## src/hw/rtl/bpfp_pkg.sv

```systemverilog
// types, codes and constants for the battery monitor poll and frame parser
// no dependencies
`timescale 1ns / 1ps

package bpfp_pkg;

    localparam int unsigned PADDR_W = 4;
    localparam int unsigned PDATA_W = 32;
    localparam int unsigned ELAPSED_W = 20;
    localparam int unsigned INTERVAL_W = 18;
    localparam int unsigned LIMIT_W = 19;

    localparam logic [ELAPSED_W-1:0] ELAPSED_MAX = '1;
    localparam logic [INTERVAL_W-1:0] MS_PER_SECOND = 18'd1000;
    localparam logic [LIMIT_W-1:0] TIMEOUT_EXTRA_MS = 19'd250;

    localparam logic [7:0] START_MARKER_RST = 8'd221;
    localparam logic [7:0] END_MARKER_RST = 8'd119;
    localparam logic [7:0] POLL_SECONDS_RST = 8'd5;

    localparam logic [2:0] ST_NONE = 3'd0;
    localparam logic [2:0] ST_BUSY = 3'd1;
    localparam logic [2:0] ST_WAIT_POLL = 3'd2;
    localparam logic [2:0] ST_TX_UNAVAIL = 3'd3;
    localparam logic [2:0] ST_REQ_SENT = 3'd4;
    localparam logic [2:0] ST_TIMEOUT = 3'd5;
    localparam logic [2:0] ST_FRAME_DONE = 3'd6;
    localparam logic [2:0] ST_BAD_END = 3'd7;

    localparam logic [1:0] CMD_HW_VERSION = 2'd0;
    localparam logic [1:0] CMD_BASIC_INFO = 2'd1;
    localparam logic [1:0] CMD_CELL_VOLTS = 2'd2;
    localparam logic [1:0] CMD_NONE_SENT = 2'd3;

    localparam logic ACT_BYTE = 1'b0;

    typedef enum logic [1:0] {
        REG_START_MARKER = 2'd0,
        REG_END_MARKER   = 2'd1,
        REG_POLL_SECONDS = 2'd2
    } t_reg_idx;

    typedef enum logic [3:0] {
        PH_IDLE      = 4'd0,
        PH_WAIT      = 4'd1,
        PH_START     = 4'd2,
        PH_STATUS    = 4'd3,
        PH_CMD       = 4'd4,
        PH_DATA      = 4'd5,
        PH_DATA_DONE = 4'd6,
        PH_CK1       = 4'd7,
        PH_CK2       = 4'd8
    } t_phase;

    typedef struct packed {
        logic       action;
        logic [7:0] rx_byte;
        logic       tx_ready;
    } t_in;

    typedef struct packed {
        logic [2:0] status;
        logic [1:0] command;
        logic [7:0] data_byte;
        logic       byte_kept;
        logic       frame_end;
        logic       frame_drop;
    } t_out;

    typedef struct packed {
        logic [7:0] start_marker;
        logic [7:0] end_marker;
        logic [7:0] poll_seconds;
    } t_cfg;

    function automatic logic [1:0] next_command(input logic [1:0] prev);
        logic [1:0] cmd;
        case (prev)
            CMD_NONE_SENT:  cmd = CMD_HW_VERSION;
            CMD_BASIC_INFO: cmd = CMD_CELL_VOLTS;
            default:        cmd = CMD_BASIC_INFO;
        endcase
        return cmd;
    endfunction

endpackage

```

## src/hw/rtl/bms_poll_and_frame_parser.sv

```systemverilog
// channel   dir  payload   handshake
// in        in   t_in      i_in_valid / o_in_stall
// out       out  t_out     o_out_valid / i_out_stall
// cfg       in   apb       psel penable pwrite pready
// one request per cycle sustained while i_out_stall is low; path: input register, result register
// the combinational result path through bpfp_core sets the rate
// synchronous active-low reset clears both valid flags and the parser state
// a stalled result holds the result register; the input register then holds one more request
// top level: input register, core logic, result register; depends on bpfp_pkg,
// bpfp_regs and bpfp_core
`timescale 1ns / 1ps

module bms_poll_and_frame_parser (
    input  logic                          i_clk,
    input  logic                          i_rst_n,
    input  logic                          i_in_valid,
    output logic                          o_in_stall,
    input  bpfp_pkg::t_in                 i_in_data,
    output logic                          o_out_valid,
    input  logic                          i_out_stall,
    output bpfp_pkg::t_out                o_out_data,
    input  logic                          psel,
    input  logic                          penable,
    input  logic                          pwrite,
    input  logic [bpfp_pkg::PADDR_W-1:0] paddr,
    input  logic [bpfp_pkg::PDATA_W-1:0] pwdata,
    output logic [bpfp_pkg::PDATA_W-1:0] prdata,
    output logic                          pready
);
    import bpfp_pkg::*;

    t_cfg cfg;
    t_in r_in;
    logic r_in_valid;
    t_out r_out;
    logic r_out_valid;
    t_out res;
    logic fire;
    logic in_acc;

    bpfp_regs u_regs (
        .i_clk   (i_clk),
        .i_rst_n (i_rst_n),
        .psel    (psel),
        .penable (penable),
        .pwrite  (pwrite),
        .paddr   (paddr),
        .pwdata  (pwdata),
        .prdata  (prdata),
        .pready  (pready),
        .o_cfg   (cfg)
    );

    bpfp_core u_core (
        .i_clk   (i_clk),
        .i_rst_n (i_rst_n),
        .i_fire  (fire),
        .i_item  (r_in),
        .i_cfg   (cfg),
        .o_res   (res)
    );

    assign fire = r_in_valid & (~r_out_valid | ~i_out_stall);
    assign o_in_stall = r_in_valid & ~fire;
    assign in_acc = i_in_valid & ~o_in_stall;

    always_ff @(posedge i_clk) begin
        if (!i_rst_n) begin
            r_in_valid <= 1'b0;
            r_out_valid <= 1'b0;
        end else begin
            r_in_valid <= in_acc | (r_in_valid & ~fire);
            r_out_valid <= fire | (r_out_valid & i_out_stall);
        end
    end

    always_ff @(posedge i_clk) begin
        if (in_acc) r_in <= i_in_data;
        if (fire) r_out <= res;
    end

    assign o_out_valid = r_out_valid;
    assign o_out_data = r_out;

endmodule

```

## src/hw/rtl/bpfp_regs.sv

```systemverilog
// apb configuration registers: markers and poll interval
// depends on bpfp_pkg
`timescale 1ns / 1ps

module bpfp_regs (
    input  logic                          i_clk,
    input  logic                          i_rst_n,
    input  logic                          psel,
    input  logic                          penable,
    input  logic                          pwrite,
    input  logic [bpfp_pkg::PADDR_W-1:0] paddr,
    input  logic [bpfp_pkg::PDATA_W-1:0] pwdata,
    output logic [bpfp_pkg::PDATA_W-1:0] prdata,
    output logic                          pready,
    output bpfp_pkg::t_cfg                o_cfg
);
    import bpfp_pkg::*;

    t_cfg r_cfg;
    t_cfg n_cfg;
    logic wr_en;
    logic [1:0] idx;

    assign pready = 1'b1;
    assign wr_en = psel & penable & pwrite;
    assign idx = paddr[3:2];

    always_comb begin
        n_cfg = r_cfg;
        prdata = '0;
        unique case (idx)
            REG_START_MARKER: begin
                prdata = {24'd0, r_cfg.start_marker};
                if (wr_en) n_cfg.start_marker = pwdata[7:0];
            end
            REG_END_MARKER: begin
                prdata = {24'd0, r_cfg.end_marker};
                if (wr_en) n_cfg.end_marker = pwdata[7:0];
            end
            REG_POLL_SECONDS: begin
                prdata = {24'd0, r_cfg.poll_seconds};
                if (wr_en) n_cfg.poll_seconds = pwdata[7:0];
            end
            default: begin
                prdata = '0;
            end
        endcase
    end

    always_ff @(posedge i_clk) begin
        if (!i_rst_n) begin
            r_cfg.start_marker <= START_MARKER_RST;
            r_cfg.end_marker <= END_MARKER_RST;
            r_cfg.poll_seconds <= POLL_SECONDS_RST;
        end else begin
            r_cfg <= n_cfg;
        end
    end

    assign o_cfg = r_cfg;

endmodule

```

## src/hw/rtl/bpfp_core.sv

```systemverilog
// parser and poll state with the per-item result logic
// depends on bpfp_pkg
`timescale 1ns / 1ps

module bpfp_core (
    input  logic           i_clk,
    input  logic           i_rst_n,
    input  logic           i_fire,
    input  bpfp_pkg::t_in  i_item,
    input  bpfp_pkg::t_cfg i_cfg,
    output bpfp_pkg::t_out o_res
);
    import bpfp_pkg::*;

    t_phase r_phase, n_phase;
    logic [7:0] r_left, n_left;
    logic [ELAPSED_W-1:0] r_elapsed, n_elapsed;
    logic [1:0] r_prev, n_prev;

    logic [INTERVAL_W-1:0] interval;
    logic [LIMIT_W-1:0] limit;
    logic [ELAPSED_W-1:0] elapsed_inc;
    logic [7:0] left_dec;
    t_out res;

    assign interval = INTERVAL_W'(i_cfg.poll_seconds) * MS_PER_SECOND;
    assign limit = {interval, 1'b0} + TIMEOUT_EXTRA_MS;
    assign elapsed_inc = (r_elapsed == ELAPSED_MAX) ? r_elapsed : r_elapsed + 1'b1;
    assign left_dec = r_left - 8'd1;

    always_comb begin
        n_phase = r_phase;
        n_left = r_left;
        n_elapsed = r_elapsed;
        n_prev = r_prev;
        res = '0;
        if (i_item.action == ACT_BYTE) begin
            res.data_byte = i_item.rx_byte;
            unique case (r_phase) inside
                PH_IDLE, PH_WAIT: begin
                    if (i_item.rx_byte == i_cfg.start_marker) begin
                        res.byte_kept = 1'b1;
                        n_phase = PH_START;
                    end else begin
                        n_phase = PH_IDLE;
                    end
                end
                PH_START: begin
                    res.byte_kept = 1'b1;
                    n_phase = PH_STATUS;
                end
                PH_STATUS: begin
                    res.byte_kept = 1'b1;
                    n_phase = PH_CMD;
                end
                PH_CMD: begin
                    res.byte_kept = 1'b1;
                    n_left = i_item.rx_byte;
                    n_phase = (i_item.rx_byte == 8'd0) ? PH_DATA_DONE : PH_DATA;
                end
                PH_DATA: begin
                    res.byte_kept = 1'b1;
                    n_left = left_dec;
                    n_phase = (left_dec == 8'd0) ? PH_DATA_DONE : PH_DATA;
                end
                PH_DATA_DONE: begin
                    res.byte_kept = 1'b1;
                    n_phase = PH_CK1;
                end
                PH_CK1: begin
                    res.byte_kept = 1'b1;
                    n_phase = PH_CK2;
                end
                PH_CK2: begin
                    if (i_item.rx_byte == i_cfg.end_marker) begin
                        res.byte_kept = 1'b1;
                        res.frame_end = 1'b1;
                        res.status = ST_FRAME_DONE;
                    end else begin
                        res.frame_drop = 1'b1;
                        res.status = ST_BAD_END;
                    end
                    n_phase = PH_IDLE;
                end
                default: begin
                    res.frame_drop = 1'b1;
                    n_phase = PH_IDLE;
                end
            endcase
        end else begin
            n_elapsed = elapsed_inc;
            if (r_phase != PH_IDLE) begin
                res.status = ST_BUSY;
            end else if (elapsed_inc < ELAPSED_W'(interval)) begin
                res.status = ST_WAIT_POLL;
            end else if (!i_item.tx_ready) begin
                res.status = ST_TX_UNAVAIL;
            end else begin
                res.command = next_command(r_prev);
                n_prev = res.command;
                n_elapsed = '0;
                n_phase = PH_WAIT;
                res.status = ST_REQ_SENT;
            end
            if (n_elapsed > ELAPSED_W'(limit)) begin
                if (4'(n_phase) >= 4'(PH_START)) res.frame_drop = 1'b1;
                n_phase = PH_IDLE;
                res.status = ST_TIMEOUT;
                res.command = CMD_HW_VERSION;
            end
        end
    end

    always_ff @(posedge i_clk) begin
        if (!i_rst_n) begin
            r_phase <= PH_IDLE;
            r_left <= '0;
            r_elapsed <= '0;
            r_prev <= CMD_NONE_SENT;
        end else if (i_fire) begin
            r_phase <= n_phase;
            r_left <= n_left;
            r_elapsed <= n_elapsed;
            r_prev <= n_prev;
        end
    end

    assign o_res = res;

endmodule

```

## config.mk

```make
export PLATFORM = sky130hd
export DESIGN_NAME = bms_poll_and_frame_parser
export DESIGN_NICKNAME = d
export VERILOG_FILES = /design/src/hw/rtl/bpfp_pkg.sv /design/src/hw/rtl/bms_poll_and_frame_parser.sv /design/src/hw/rtl/bpfp_regs.sv /design/src/hw/rtl/bpfp_core.sv
export SDC_FILE = /design/constraint.sdc
export NUM_CORES = 1
export LEC_CHECK = 0
export BUFFER_PORTS_ARGS = -buffer_cell sky130_fd_sc_hd__buf_4
export CAP_MARGIN = 10
export CORE_MARGIN = 2
export CORE_UTILIZATION = 50
export DETAILED_ROUTE_END_ITERATION = 8
export MAX_ROUTING_LAYER = met4
export PLACE_DENSITY = 0.79
export SETUP_SLACK_MARGIN = 0.4
export SYNTH_ARGS = -nofsm -noshare
export SYNTH_HDL_FRONTEND = slang
export SYNTH_SLANG_ARGS = --single-unit
```

## constraint.sdc

```tcl
create_clock -name i_clk -period 8.9 [get_ports i_clk]
set_input_delay 1.78 -clock i_clk [delete_from_list [all_inputs] [get_ports i_clk]]
set_output_delay 1.78 -clock i_clk [all_outputs]
set_load 0.01 [all_outputs]
```

==> reports/results.txt, run 1 <==
For the final core utilization, the log shows 0.568. The synthesized flop and latch total was 86; the accumulated negative setup slack was 0 ns. Along the worst path, the maximum fanout reaches 9. The standard-cell row count was 43.

Measured along the x axis, the die boundary spans 122 um. Setup repair after global routing left no endpoint under its margin. The path class of the tightest hold or removal check is reg2reg. The net count of the finished layout is 1,006. Clock-pin slew was measured on the worst setup and hold paths at 0.07 ns.

Dividing the detail-routed wire length by the instance count gives 15.4 um. The first detailed-routing pass ran for 5 iterations. The run gives 7010 um^2 as the synthesized cell area. In the routed design, unresolved DRC markers number 0. The run gives 0 as the total overflow reported by the global router. The quantity of I/O buffers inserted on ports works out to 52. Detailed placement finished with a half-perimeter wire length of 12,200 um.

The number of antenna diodes in the final layout is 0. The fill cell instance count of the final layout came out at 1,233. STA classifies the critical path endpoint as a register. In this run the critical register-to-register path is captured at o_out_data[13]$_DFFE_PP_. Setup violations remaining at the end of the flow were counted as 0. In this run the worst setup path begins at u_regs.o_cfg[1]$_SDFFE_PN0P_. Fraction of final layout cells sized beyond drive strength 1: 0.114. After layout, the worst setup slack is 0.877 ns. The placed instances occupy a cell area of 7450 um^2. Counting both buffers and inverters, the worst setup path holds a total of 3. The tools report the worst max-slew margin expressed relative to the limit as 0.308. The run gives 0.229 as the global router's overall resource usage.

The clock skew was 0.00823 ns; the transition at the pin with the smallest max-transition slack was 1.02 ns. The starting utilization of the core area was 0.509. The run finished with clean final reports. The number of nets with antenna violations after routing was 0; the power density relative to cell area was 130 nW/um^2.

Summed over all cells, the static leakage comes to 3.57 nW. STA puts the critical path data required time at 9.00 ns. Commonest register cell after synthesis: sky130_fd_sc_hd__dfxtp_1. The logs give 0 for the final number of hold-violating endpoints and 821 for the number of cells produced by synthesis. Compared with the post-synthesis result, the final layout area differs by 11.7%. The worst hold path endpoint is u_core.r_elapsed[15]$_SDFFE_PN0P_. The final-report max-slew violation count came out at 0. Clock tree synthesis inserted a total of 9 buffers.

The run gives 0.488 ns as the worst slack at placement. The clock period could shrink to 8.02 ns. The top achievable clock speed was 125 MHz; the final weighted congestion of routability-driven global placement was 0.907. The finished cells cover 7830 um^2.

In this design, the largest share of critical-path delay is due to compound AO/OA/AOI/OAI gates. The logs give 1.02 mW for the overall power after layout and 15,000 um^2 for the area enclosed by the die boundary. The most used cell along the critical path was sky130_fd_sc_hd__fa_1.

The later pin in the worst-skew pair is clocked with a latency of 0.35 ns. The synthesized area per cell works out to 8.54 um^2. The tools report the setup slack of the worst register-to-register path as 0.88 ns. TritonCTS built the clock tree.

The cell depth of the worst min-delay path works out to 2. The type of the worst setup path was reg2reg. The run gives 0.492 ns as the tightest hold margin.

The path depth of the worst reg2reg path is 30, and the maximum vdd drop is 0.0917 mV. The beginning of the worst hold path was u_core.r_elapsed[15]$_SDFFE_PN0P_. Counting along the longest clock path gives a buffer depth of 2. For the number of warning messages in the yosys log, the log shows 0. The routed via count divided by cell count is 5.63, and the boundary pin count is 104. The run gives 0.283 as the share of the yosys chip area belonging to registers. For this block, the routed nets add up to 16,200 um of wire. The root buffer cell chosen for the clock tree is sky130_fd_sc_hd__clkbuf_16. The number of antenna violations at the first check in global routing was 0; the share of flip-flops with an asynchronous set or reset after synthesis was 0. In this run, placement finished with an instance count of 1,028. The die span in y was 122 um. The final route contains 5,905 vias. The endpoint arrival time on the critical path was 8.13 ns; the number of synthesized flops with an enable pin was 26.

For the count of distinct cell types in the synthesized netlist, the log shows 69. STA classifies the critical path startpoint as a register. The logs give 5,499 for the via count of the first global-routing pass and 26,500 um for the wire length of the first global-routing pass.

The share of the clock period used by the worst path came out at 0.902. The area of the placeable core was 13,800 um^2. The maximum number of pins on one net before global-route repair was 34. For this run, the slowest stage of the critical path takes 0.55 ns. The beginning of the worst register-to-register path was u_regs.o_cfg[1]$_SDFFE_PN0P_. The logs give 476 for the iteration-0 DRC count of the detailed router and 86 for the number of clock sinks seen by CTS. The run gives 3 as the maximum level of the CTS H-tree. The count of placed standard cells in the final layout, fillers left out came out at 1,048. The slowest stage of the critical path belongs to the cell sky130_fd_sc_hd__fa_1. Max-cap violations in this run came to 0.
routing by layer:
layer / track usage / wire length (um)
met4: 0.0697 / 262
met1: 0.300 / 7380
met5: - / 0
met3: 0.0376 / 725
met2: 0.365 / 7810
sequential cells by signal, summed over array words and instances, names as in the netlist:
register	flops
u_regs.o_cfg	24
r_in_valid	1
u_core.r_prev	2
u_core.r_phase	4
o_out_data	16
u_core.r_left	8
r_in	10
u_core.r_elapsed	20
o_out_valid	1
Yosys cell counts (18+ instances only):
cell type,number,area share
sky130_fd_sc_hd__nand2_1,81,0.043
sky130_fd_sc_hd__a21oi_1,35,0.025
sky130_fd_sc_hd__xnor2_1,28,0.035
sky130_fd_sc_hd__fa_1,21,0.060
sky130_fd_sc_hd__nor3_1,22,0.016
sky130_fd_sc_hd__ha_1,69,0.12
sky130_fd_sc_hd__buf_4,25,0.027
sky130_fd_sc_hd__nand4_1,18,0.016
sky130_fd_sc_hd__mux2i_1,25,0.036
sky130_fd_sc_hd__xor2_1,29,0.036
sky130_fd_sc_hd__clkbuf_1,20,0.011
sky130_fd_sc_hd__nand3_1,28,0.020
sky130_fd_sc_hd__inv_1,61,0.033
sky130_fd_sc_hd__dfxtp_1,60,0.17
sky130_fd_sc_hd__nor2_1,76,0.041
sky130_fd_sc_hd__o21ai_0,41,0.029
sky130_fd_sc_hd__edfxtp_1,26,0.11
cell usage in the layout (no fill, tap or decap), types with 25 or more instances in the layout:
| cell | count |
|---|---|
| sky130_fd_sc_hd__edfxtp_1 | 26 |
| sky130_fd_sc_hd__inv_1 | 61 |
| sky130_fd_sc_hd__buf_4 | 61 |
| sky130_fd_sc_hd__nand2_1 | 81 |
| sky130_fd_sc_hd__ha_1 | 69 |
| sky130_fd_sc_hd__o21ai_0 | 40 |
| sky130_fd_sc_hd__xor2_1 | 28 |
| sky130_fd_sc_hd__a21oi_1 | 35 |
| sky130_fd_sc_hd__xnor2_1 | 27 |
| sky130_fd_sc_hd__conb_1 | 25 |
| sky130_fd_sc_hd__nor2_1 | 76 |
| sky130_fd_sc_hd__mux2i_1 | 25 |
| sky130_fd_sc_hd__dfxtp_1 | 57 |
| sky130_fd_sc_hd__nand3_1 | 28 |
worst max path at each step:
| stage | cells after the start | to |
|---|---|---|
| 6_report | 30 | o_out_data[13]$_DFFE_PP_ |
| 2_1_floorplan | 31 | o_out_data[13]$_DFFE_PP_ |
| 4_1_cts | 29 | o_out_data[13]$_DFFE_PP_ |
| 3_3_place_gp | 30 | o_out_data[13]$_DFFE_PP_ |
| 3_5_place_dp | 29 | o_out_data[13]$_DFFE_PP_ |
| 5_1_grt | 30 | o_out_data[13]$_DFFE_PP_ |
power breakdown:
part	internal [mW]	leakage, nW	switching (mW)
clock	0.228	0.155	0.164
combinational	0.0844	2.68	0.116
sequential	0.415	0.735	0.0151
worst register-to-register path, delay by kind of cell, from the launching register on:
family                   cells  cell delay (ns)
buffers and inverters        3             0.18
flip-flops                   1             0.38
adder cells (fa/ha/maj)      7             2.92
AND/OR/NAND/NOR              4             0.52
XOR/XNOR                     1             0.30
AO/OA/AOI/OAI               15             3.45
area by class of cell:
class	instances	area, um^2	share of cell area
Timing Repair Buffer	61	458	0.0585
Tap cell	180	225	0.0288
Clock inverter	6	68.8	0.00879
Inverter	62	233	0.0297
Sequential cell	86	1990	0.254
Multi-Input combinational cell	643	4620	0.590
Clock buffer	10	239	0.0305
what timing repair did:
item	4_1_cts	5_1_grt
setup buffers	0	4
hold buffers	0	0
setup endpoints to repair	0	8
resized for setup	0	10
logic make-up (layout without fill, tap and decap cells):
family          after synthesis  in the layout  share of synthesized area
buf+inv                     115            139                     0.0757
fa+ha+maj                    90             90                      0.183
compound gates              149            149                      0.142
other cells                   2             25                    0.00107
flops                        86             86                      0.283
simple gates                297            297                      0.209
mux                          25             25                     0.0357
xor+xnor                     57             57                     0.0712
(Power assumes the default switching activity.)
==> run 2: changes to the inputs <==
CORE_UTILIZATION = 55   (was 50)
PLACE_DENSITY = 0.85   (was 0.79)
==> run 2 against run 1 <==
Compared with the run above:
- sequential power about the same
- maximum frequency shrank 0.77%
- final area fell by 0.83%
- power fell by 2.0%
- critical endpoint unchanged
- hold slack got worse by 0.0071 ns
- flip-flop and latch count unchanged
- clock skew decreased by 0.00072 ns
- critical path depth shrank 1
==> reports/results.txt, run 2 (synthesized netlist as in run 1, its figures left out) <==
The run finished with clean final reports. The met2 usage is 0.418 (was 0.365), and the accumulated negative setup slack is 0 ns (unchanged). Transition at the pin with the smallest max-transition slack: 1.04 ns (was 1.02 ns). The share of the clock period used by the worst path was 0.909 (was 0.902); the maximum fanout count along the critical path was 8 (was 9). The largest stage delay on the critical path was 0.51 ns (was 0.55 ns); the boundary pin count was 104 (unchanged).

The logs give 3.54 nW (was 3.57 nW) for the static leakage and 0.404 ns (was 0.488 ns) for the worst slack at placement. The tools report the final number of hold-violating endpoints as 0 (unchanged). The quantity of I/O buffers inserted on ports works out to 52 (unchanged). Most used cells in the layout excluding fill and tap cells: sky130_fd_sc_hd__nand2_1 (81), sky130_fd_sc_hd__nor2_1 (76), sky130_fd_sc_hd__ha_1 (69) (unchanged).

The met1 layer usage reported by global route was 0.314 (was 0.300). The class of the tightest hold or removal check was reg2reg (unchanged). The tools report the critical path endpoint category as a register (unchanged). The run gives 8.99 ns (was 9.00 ns) as the required arrival time at the worst endpoint. Iteration-0 DRC count of the detailed router: 507 (was 476). The total overflow reported by the global router was 0 (unchanged).

For the post-layout net count, the log shows 1,004 (was 1,006). The run gives 0.00752 ns (was 0.00823 ns) as the clock skew. For the final core utilization, the log shows 0.620 (was 0.568). The floorplan die width is 117 um (was 122 um). The number of cells after detailed placement is 1,021 (was 1,028), and the post-CTS clock slew at the launch and capture registers of the worst setup and hold paths is 0.07 ns (about the same).

The layer with the highest usage is met2 (unchanged). The type of the worst setup path is reg2reg (unchanged). The worst max-slew margin expressed relative to the limit was 0.294 (was 0.308); the count of placed standard cells in the final layout, fillers left out was 1,038 (was 1,048). The logs give 8.18 ns (was 8.13 ns) for the endpoint arrival time on the critical path and 2 (unchanged) for the worst-case clock buffer depth. The most frequent standard cell in the layout excluding fill and tap cells is sky130_fd_sc_hd__nand2_1 (unchanged).

The smallest setup slack after layout was 0.814 ns (was 0.877 ns). The maximum number of pins on one net before global-route repair is 33 (was 34). The logs give 0.35 ns (about the same) for the later-pin clock latency in the skew report and 0 (unchanged) for the final-report setup violation count. The met3 track demand over resource is 0.0443 (was 0.0376), and the detailed-routing iteration count for the pre-antenna-repair pass is 5 (unchanged). The clock root buffer master was sky130_fd_sc_hd__clkbuf_16 (unchanged).

The placed wire-length estimate is 11,900 um (was 12,200 um). The fraction of final layout cells sized beyond drive strength 1 was 0.105 (was 0.114). The area enclosed by the die boundary was 13,700 um^2 (was 15,000 um^2). The cell with the largest stage delay on the worst path was sky130_fd_sc_hd__fa_1 (unchanged). The routed via count divided by cell count is 5.72 (was 5.63).

The number of antenna violations at the first check in global routing is 0 (unchanged), and the die span in y is 117 um (was 122 um). The shortest period the worst path allows is 8.09 ns (was 8.02 ns), and the flip-flop count of the largest register, all copies and words added is 24 (unchanged). The logs give 0.254 (was 0.229) for the global router's overall resource usage and 26,800 um (was 26,500 um) for the wire length of the first global-routing pass. The logs give 0 (unchanged) for the post-detailed-route DRC marker count and 0 (unchanged) for the diode insertion count for antenna repair. The number of clock sinks seen by CTS is 86 (unchanged), and the final weighted congestion of routability-driven global placement is 0.910 (was 0.907).

Cell depth of the worst min-delay path: 2 (unchanged). The run gives 0 (unchanged) as the number of hold buffers added after cts. The most used cell along the critical path is sky130_fd_sc_hd__fa_1 (unchanged). The standard-cell row count came out at 41 (was 43). The category of the worst setup path launch point is a register (unchanged).

The logs give 0 (unchanged) for the number of violations of the max-capacitance limit and 124 MHz (was 125 MHz) for the top achievable clock speed. The routed wire length per instance was 15.3 um (was 15.4 um); the number of clock buffers inserted by TritonCTS was 9 (unchanged). Starting utilization of the core area: 0.560 (was 0.509). Synthesis-to-finish area growth: 10.7% (was 11.7%). The total number of vias was 5,934 (was 5,905). Number of nets with antenna violations after routing: 0 (unchanged). Setup repair after global routing left no endpoint under its margin. The tools report the overall power after layout as 1.00 mW (was 1.02 mW). TritonCTS built the clock tree.

For the wire length after detailed routing, the log shows 15,900 um (was 16,200 um). Via count of the first global-routing pass: 5,665 (was 5,499). The maximum level of the CTS H-tree was 3 (unchanged); the power density relative to cell area was 129 nW/um^2 (was 130 nW/um^2). The path depth of the worst reg2reg path works out to 29 (was 30). The final-report max-slew violation count was 0 (unchanged); the area of the placeable core was 12,500 um^2 (was 13,800 um^2).

The fill cell instance count of the final layout is 1,062 (was 1,233). For the maximum vdd drop, the log shows 0.119 mV (was 0.0917 mV).
## run 2: cell count changes in the layout (fill, tap and decap cells not counted), moves of 2 or more
cell                       change
sky130_fd_sc_hd__buf_4         -2
sky130_fd_sc_hd__clkbuf_1      +2
sky130_fd_sc_hd__dfxtp_1       +2
sky130_fd_sc_hd__dfxtp_2       -2
## run 2: metrics by stage
step           area, um^2  hold WS, ns
2_1_floorplan        7100        0.451
3_3_place_gp         7450        0.475
3_5_place_dp         7450        0.475
4_1_cts              7750        0.484
5_1_grt              7760        0.511
6_report             7760        0.484
## run 2: final timing paths
path                                        end                     startpoint  slack [ns]
hold / removal    u_regs.o_cfg[17]$_SDFFE_PN0P_  u_regs.o_cfg[17]$_SDFFE_PN0P_        0.48
hold reg to reg   u_regs.o_cfg[17]$_SDFFE_PN0P_  u_regs.o_cfg[17]$_SDFFE_PN0P_        0.48
setup / recovery       o_out_data[13]$_DFFE_PP_   u_regs.o_cfg[3]$_SDFFE_PN0P_        0.81
setup reg to reg       o_out_data[13]$_DFFE_PP_   u_regs.o_cfg[3]$_SDFFE_PN0P_        0.81
## run 2: metal layers
layer  wire length (um)  part of all wire  vias to the layer above
met2               7790              0.49                      210
met3                884             0.056                       40
li1                   -                 -                     2915
met1               6820              0.43                     2769
met5                  0                 0                        -
met4                376             0.024                        0
## run 2: worst max-delay path, delay by kind of cell, from the launching register on
| kind | cells | cell delay (ns) |
|---|---|---|
| xor gates and xnor gates | 1 | 0.19 |
| AOI/OAI and AO/OA | 14 | 3.56 |
| and+or+nand+nor | 4 | 0.45 |
| DFF | 1 | 0.50 |
| adders and majority gates | 7 | 2.90 |
| buffers and inverters | 3 | 0.23 |
## run 2: cell type report
cell class | instances | area, um^2 | area share
multi-input cells | 643 | 4600 | 0.592
clock inverters | 5 | 60.1 | 0.00774
clock buffers | 11 | 233 | 0.0300
well taps | 172 | 215 | 0.0277
inverters | 62 | 233 | 0.0300
repair buffers | 59 | 443 | 0.0571
flip-flops and latches | 86 | 1980 | 0.255
## run 2: report_power, final
group	switching, mW	internal (mW)	total (mW)
clock network	0.158	0.219	0.377
registers	0.0144	0.415	0.429
logic	0.113	0.0819	0.195
## run 2: timing repair
action                                  4_1_cts  5_1_grt
buffers inserted                              0        1
endpoints found under the setup margin        1        3
gates cloned                                  0        0
pin swaps                                     0        1
resized for setup                             2        3
==> run 3: changes to the inputs <==
CORE_UTILIZATION = 35   (was 55)
PLACE_DENSITY = 0.61   (was 0.85)
clock period = 9.6 ns   (was 8.9 ns; I/O delays follow)
==> run 3 against run 2 <==
Compared with the run above:
- hold slack better by 0.017 ns
- sequential power is 7.2% lower
- largest power group unchanged
- core utilization is 22 points lower
- worst setup slack gained 0.27 ns
- clock skew rose by 0.0042 ns
- combinational power shrank 9.7%
- critical path type unchanged
- via count shrank 2.8%
==> reports/results.txt, run 3 (synthesized netlist as in run 1, its figures left out) <==
Static leakage: 3.54 nW (about the same). Wire length after detailed routing: 16,200 um (was 15,900 um). The flip-flop count of the largest register, all copies and words added is 24 (unchanged), and the switching power is 265 uW (was 285 uW). Iteration-0 DRC count of the detailed router: 356 (was 507). Critical path endpoint category: a register (unchanged).

The number of clock sinks seen by CTS came out at 86 (unchanged). The tools report the category of the worst setup path launch point as a register (unchanged). The cell with the largest stage delay on the worst path is sky130_fd_sc_hd__dfxtp_1 (was sky130_fd_sc_hd__fa_1).

The wire length of the first global-routing pass is 27,000 um (was 26,800 um), and the power density relative to cell area is 120 nW/um^2 (was 129 nW/um^2). Most used cells in the layout excluding fill and tap cells: sky130_fd_sc_hd__nand2_1 (81), sky130_fd_sc_hd__nor2_1 (76), sky130_fd_sc_hd__ha_1 (69) (unchanged). The via count of the first global-routing pass was 5,502 (was 5,665); the relative contribution of sequential cells to total power was 0.422 (was 0.429). Most frequent standard cell in the layout excluding fill and tap cells: sky130_fd_sc_hd__nand2_1 (unchanged). The final-report max-slew violation count is 0 (unchanged). The run gives 0 (unchanged) as the total overflow reported by the global router. The logs give 117 MHz (was 124 MHz) for the top achievable clock speed and 0.35 ns (about the same) for the later-pin clock latency in the skew report.

The internal portion of total power is 679 uW (was 715 uW), and the post-placement cell area is 7560 um^2 (was 7450 um^2). The logs give 1,129 (was 1,038) for the count of placed standard cells in the final layout, fillers left out and 0 (unchanged) for the number of hold buffers added after cts. The fraction of final layout cells sized beyond drive strength 1 came out at 0.101 (was 0.105).

Class of the tightest hold or removal check: reg2reg (unchanged). The standard-cell row count was 51 (was 41); the transition at the pin with the smallest max-transition slack was 1.02 ns (was 1.04 ns). The tools report the clock root buffer master as sky130_fd_sc_hd__clkbuf_16 (unchanged).

The part of the power in the clock network was 0.392 (was 0.377). TritonCTS built the clock tree. The type of the worst setup path was reg2reg (unchanged). Maximum level of the CTS H-tree: 3 (unchanged).

The flow ran to the end, and the final reports show no timing, DRC or antenna violations. The final number of hold-violating endpoints was 0 (unchanged). Post-CTS clock slew at the launch and capture registers of the worst setup and hold paths: 0.07 ns (about the same). The final weighted congestion of routability-driven global placement is 0.842 (was 0.910). The tools report the area of the placeable core as 19,600 um^2 (was 12,500 um^2). The required arrival time at the worst endpoint is 9.68 ns (was 8.99 ns), and the routed via count divided by cell count is 5.11 (was 5.72).

The logs give 1,113 (was 1,021) for the number of cells after detailed placement and 7880 um^2 (was 7760 um^2) for the post-route standard cell area excluding fillers. The routed wire length per instance is 14.3 um (was 15.3 um), and the detailed-routing iteration count for the pre-antenna-repair pass is 5 (unchanged). Setup repair after global routing left no endpoint under its margin.

The maximum fanout count along the critical path came out at 9 (was 8). The switching power as a share of total power is 0.281 (was 0.285). The largest stage delay on the critical path is 0.57 ns (was 0.51 ns).

The starting utilization of the core area is 0.358 (was 0.560). The number of buffer and inverter instances along the worst setup path is 2 (was 3). The logs give 0 (unchanged) for the final-report setup violation count and 2,004 (was 1,062) for the fill cell instance count of the final layout.

Most used cell along the critical path: sky130_fd_sc_hd__ha_1 (was sky130_fd_sc_hd__fa_1). Dominant delay contributor by cell family on the critical path: compound AO/OA/AOI/OAI gates (unchanged). The run gives 0.312 (was 0.294) as the worst max-slew margin expressed relative to the limit. The setup slack of the worst register-to-register path is 1.08 ns (was 0.81 ns), and the quantity of I/O buffers inserted on ports is 52 (unchanged). The total number of vias is 5,765 (was 5,934), and the global router's overall resource usage is 0.160 (was 0.254). Diode insertion count for antenna repair: 0 (unchanged). The run gives 1,002 (was 1,004) as the post-layout net count. The tools report the overall power after layout as 944 uW (was 1.00 mW).

The tools report the area enclosed by the die boundary as 21,200 um^2 (was 13,700 um^2). The maximum vdd drop is 0.0873 mV (was 0.119 mV), and the worst-case clock buffer depth is 2 (unchanged). The floorplan die width came out at 146 um (was 117 um). The run gives 0 ns (unchanged) as the accumulated negative setup slack. The share of the clock period used by the worst path is 0.888 (was 0.909), and the clock skew is 0.0117 ns (was 0.00752 ns).

Die span in y: 146 um (was 117 um). The synthesis-to-finish area growth works out to 12.4% (was 10.7%). Power share of the combinational group: 0.187 (was 0.195). The number of nets with antenna violations after routing was 0 (unchanged). The tools report the maximum number of pins on one net before global-route repair as 29 (was 33). The number of clock buffers inserted by TritonCTS is 9 (unchanged), and the number of antenna violations at the first check in global routing is 0 (unchanged).

The boundary pin count is 104 (unchanged). The number of violations of the max-capacitance limit was 0 (unchanged). Post-detailed-route DRC marker count: 0 (unchanged). Endpoint arrival time on the critical path: 8.60 ns (was 8.18 ns). For the placed wire-length estimate, the log shows 12,500 um (was 11,900 um). The shortest period the worst path allows works out to 8.52 ns (was 8.09 ns).
run 3: cell types whose count changed in the layout (fill, tap and decap cells not counted), sizes merged:
cell    before  now
buf         59   57
clkinv       3    1
inv         62   64
run 3: worst register-to-register path, delay by kind of cell, from the launching register on:
kind / cells / cell delay (ns)
buffers and inverters: 2 / 0.14
AOI/OAI and AO/OA: 15 / 4.04
DFF: 1 / 0.57
adders and majority gates: 7 / 2.66
xor gates and xnor gates: 2 / 0.36
and+or+nand+nor: 4 / 0.52
run 3: final timing paths:
| check | cells past startpoint | endpoint | from |
|---|---|---|---|
| min | 2 | u_regs.o_cfg[17]$_SDFFE_PN0P_ | u_regs.o_cfg[17]$_SDFFE_PN0P_ |
| max | 30 | o_out_data[13]$_DFFE_PP_ | u_regs.o_cfg[1]$_SDFFE_PN0P_ |
| min reg2reg | 2 | u_regs.o_cfg[17]$_SDFFE_PN0P_ | u_regs.o_cfg[17]$_SDFFE_PN0P_ |
| max reg2reg | 30 | o_out_data[13]$_DFFE_PP_ | u_regs.o_cfg[1]$_SDFFE_PN0P_ |
run 3: power by group through the flow:
stage	logic [mW]	registers (mW)	clock network (mW)
final	0.176	0.398	0.370
after global routing	0.202	0.399	0.393
after CTS	0.178	0.398	0.380
after detailed placement	0.177	0.406	0
after global placement	0.176	0.406	0
after floorplan	0.139	0.401	0
run 3: metal layers:
layer	share of wire	up-vias	global-route usage
met4	0.021	0	0.0495
met2	0.46	126	0.254
met3	0.038	25	0.0295
met1	0.48	2695	0.206
met5	0	-	-
li1	-	2919	-
run 3: cell type report:
cell class                      instances  area [um^2]  share of cell area
Multi-Input combinational cell        643         4590               0.583
Clock inverter                          5         61.3             0.00778
Timing Repair Buffer                   57          428              0.0543
Sequential cell                        86         1980               0.252
Inverter                               62          233              0.0295
Tap cell                              265          332              0.0421
Clock buffer                           11          254              0.0322
run 3: through the flow:
stage               hold WS [ns]  setup WS, ns  utilization
floorplan                  0.451          1.89            -
global placement           0.461         0.990        0.386
detailed placement         0.486         0.932        0.386
CTS                        0.496         0.895        0.402
global route               0.524         0.463        0.402
finish                     0.502          1.08        0.402
run 3: timing repair:
item | CTS | global route
hold endpoints to repair | 0 | 0
setup buffers | 0 | 0
resized for setup | 0 | 1
endpoints found under the setup margin | 0 | 1
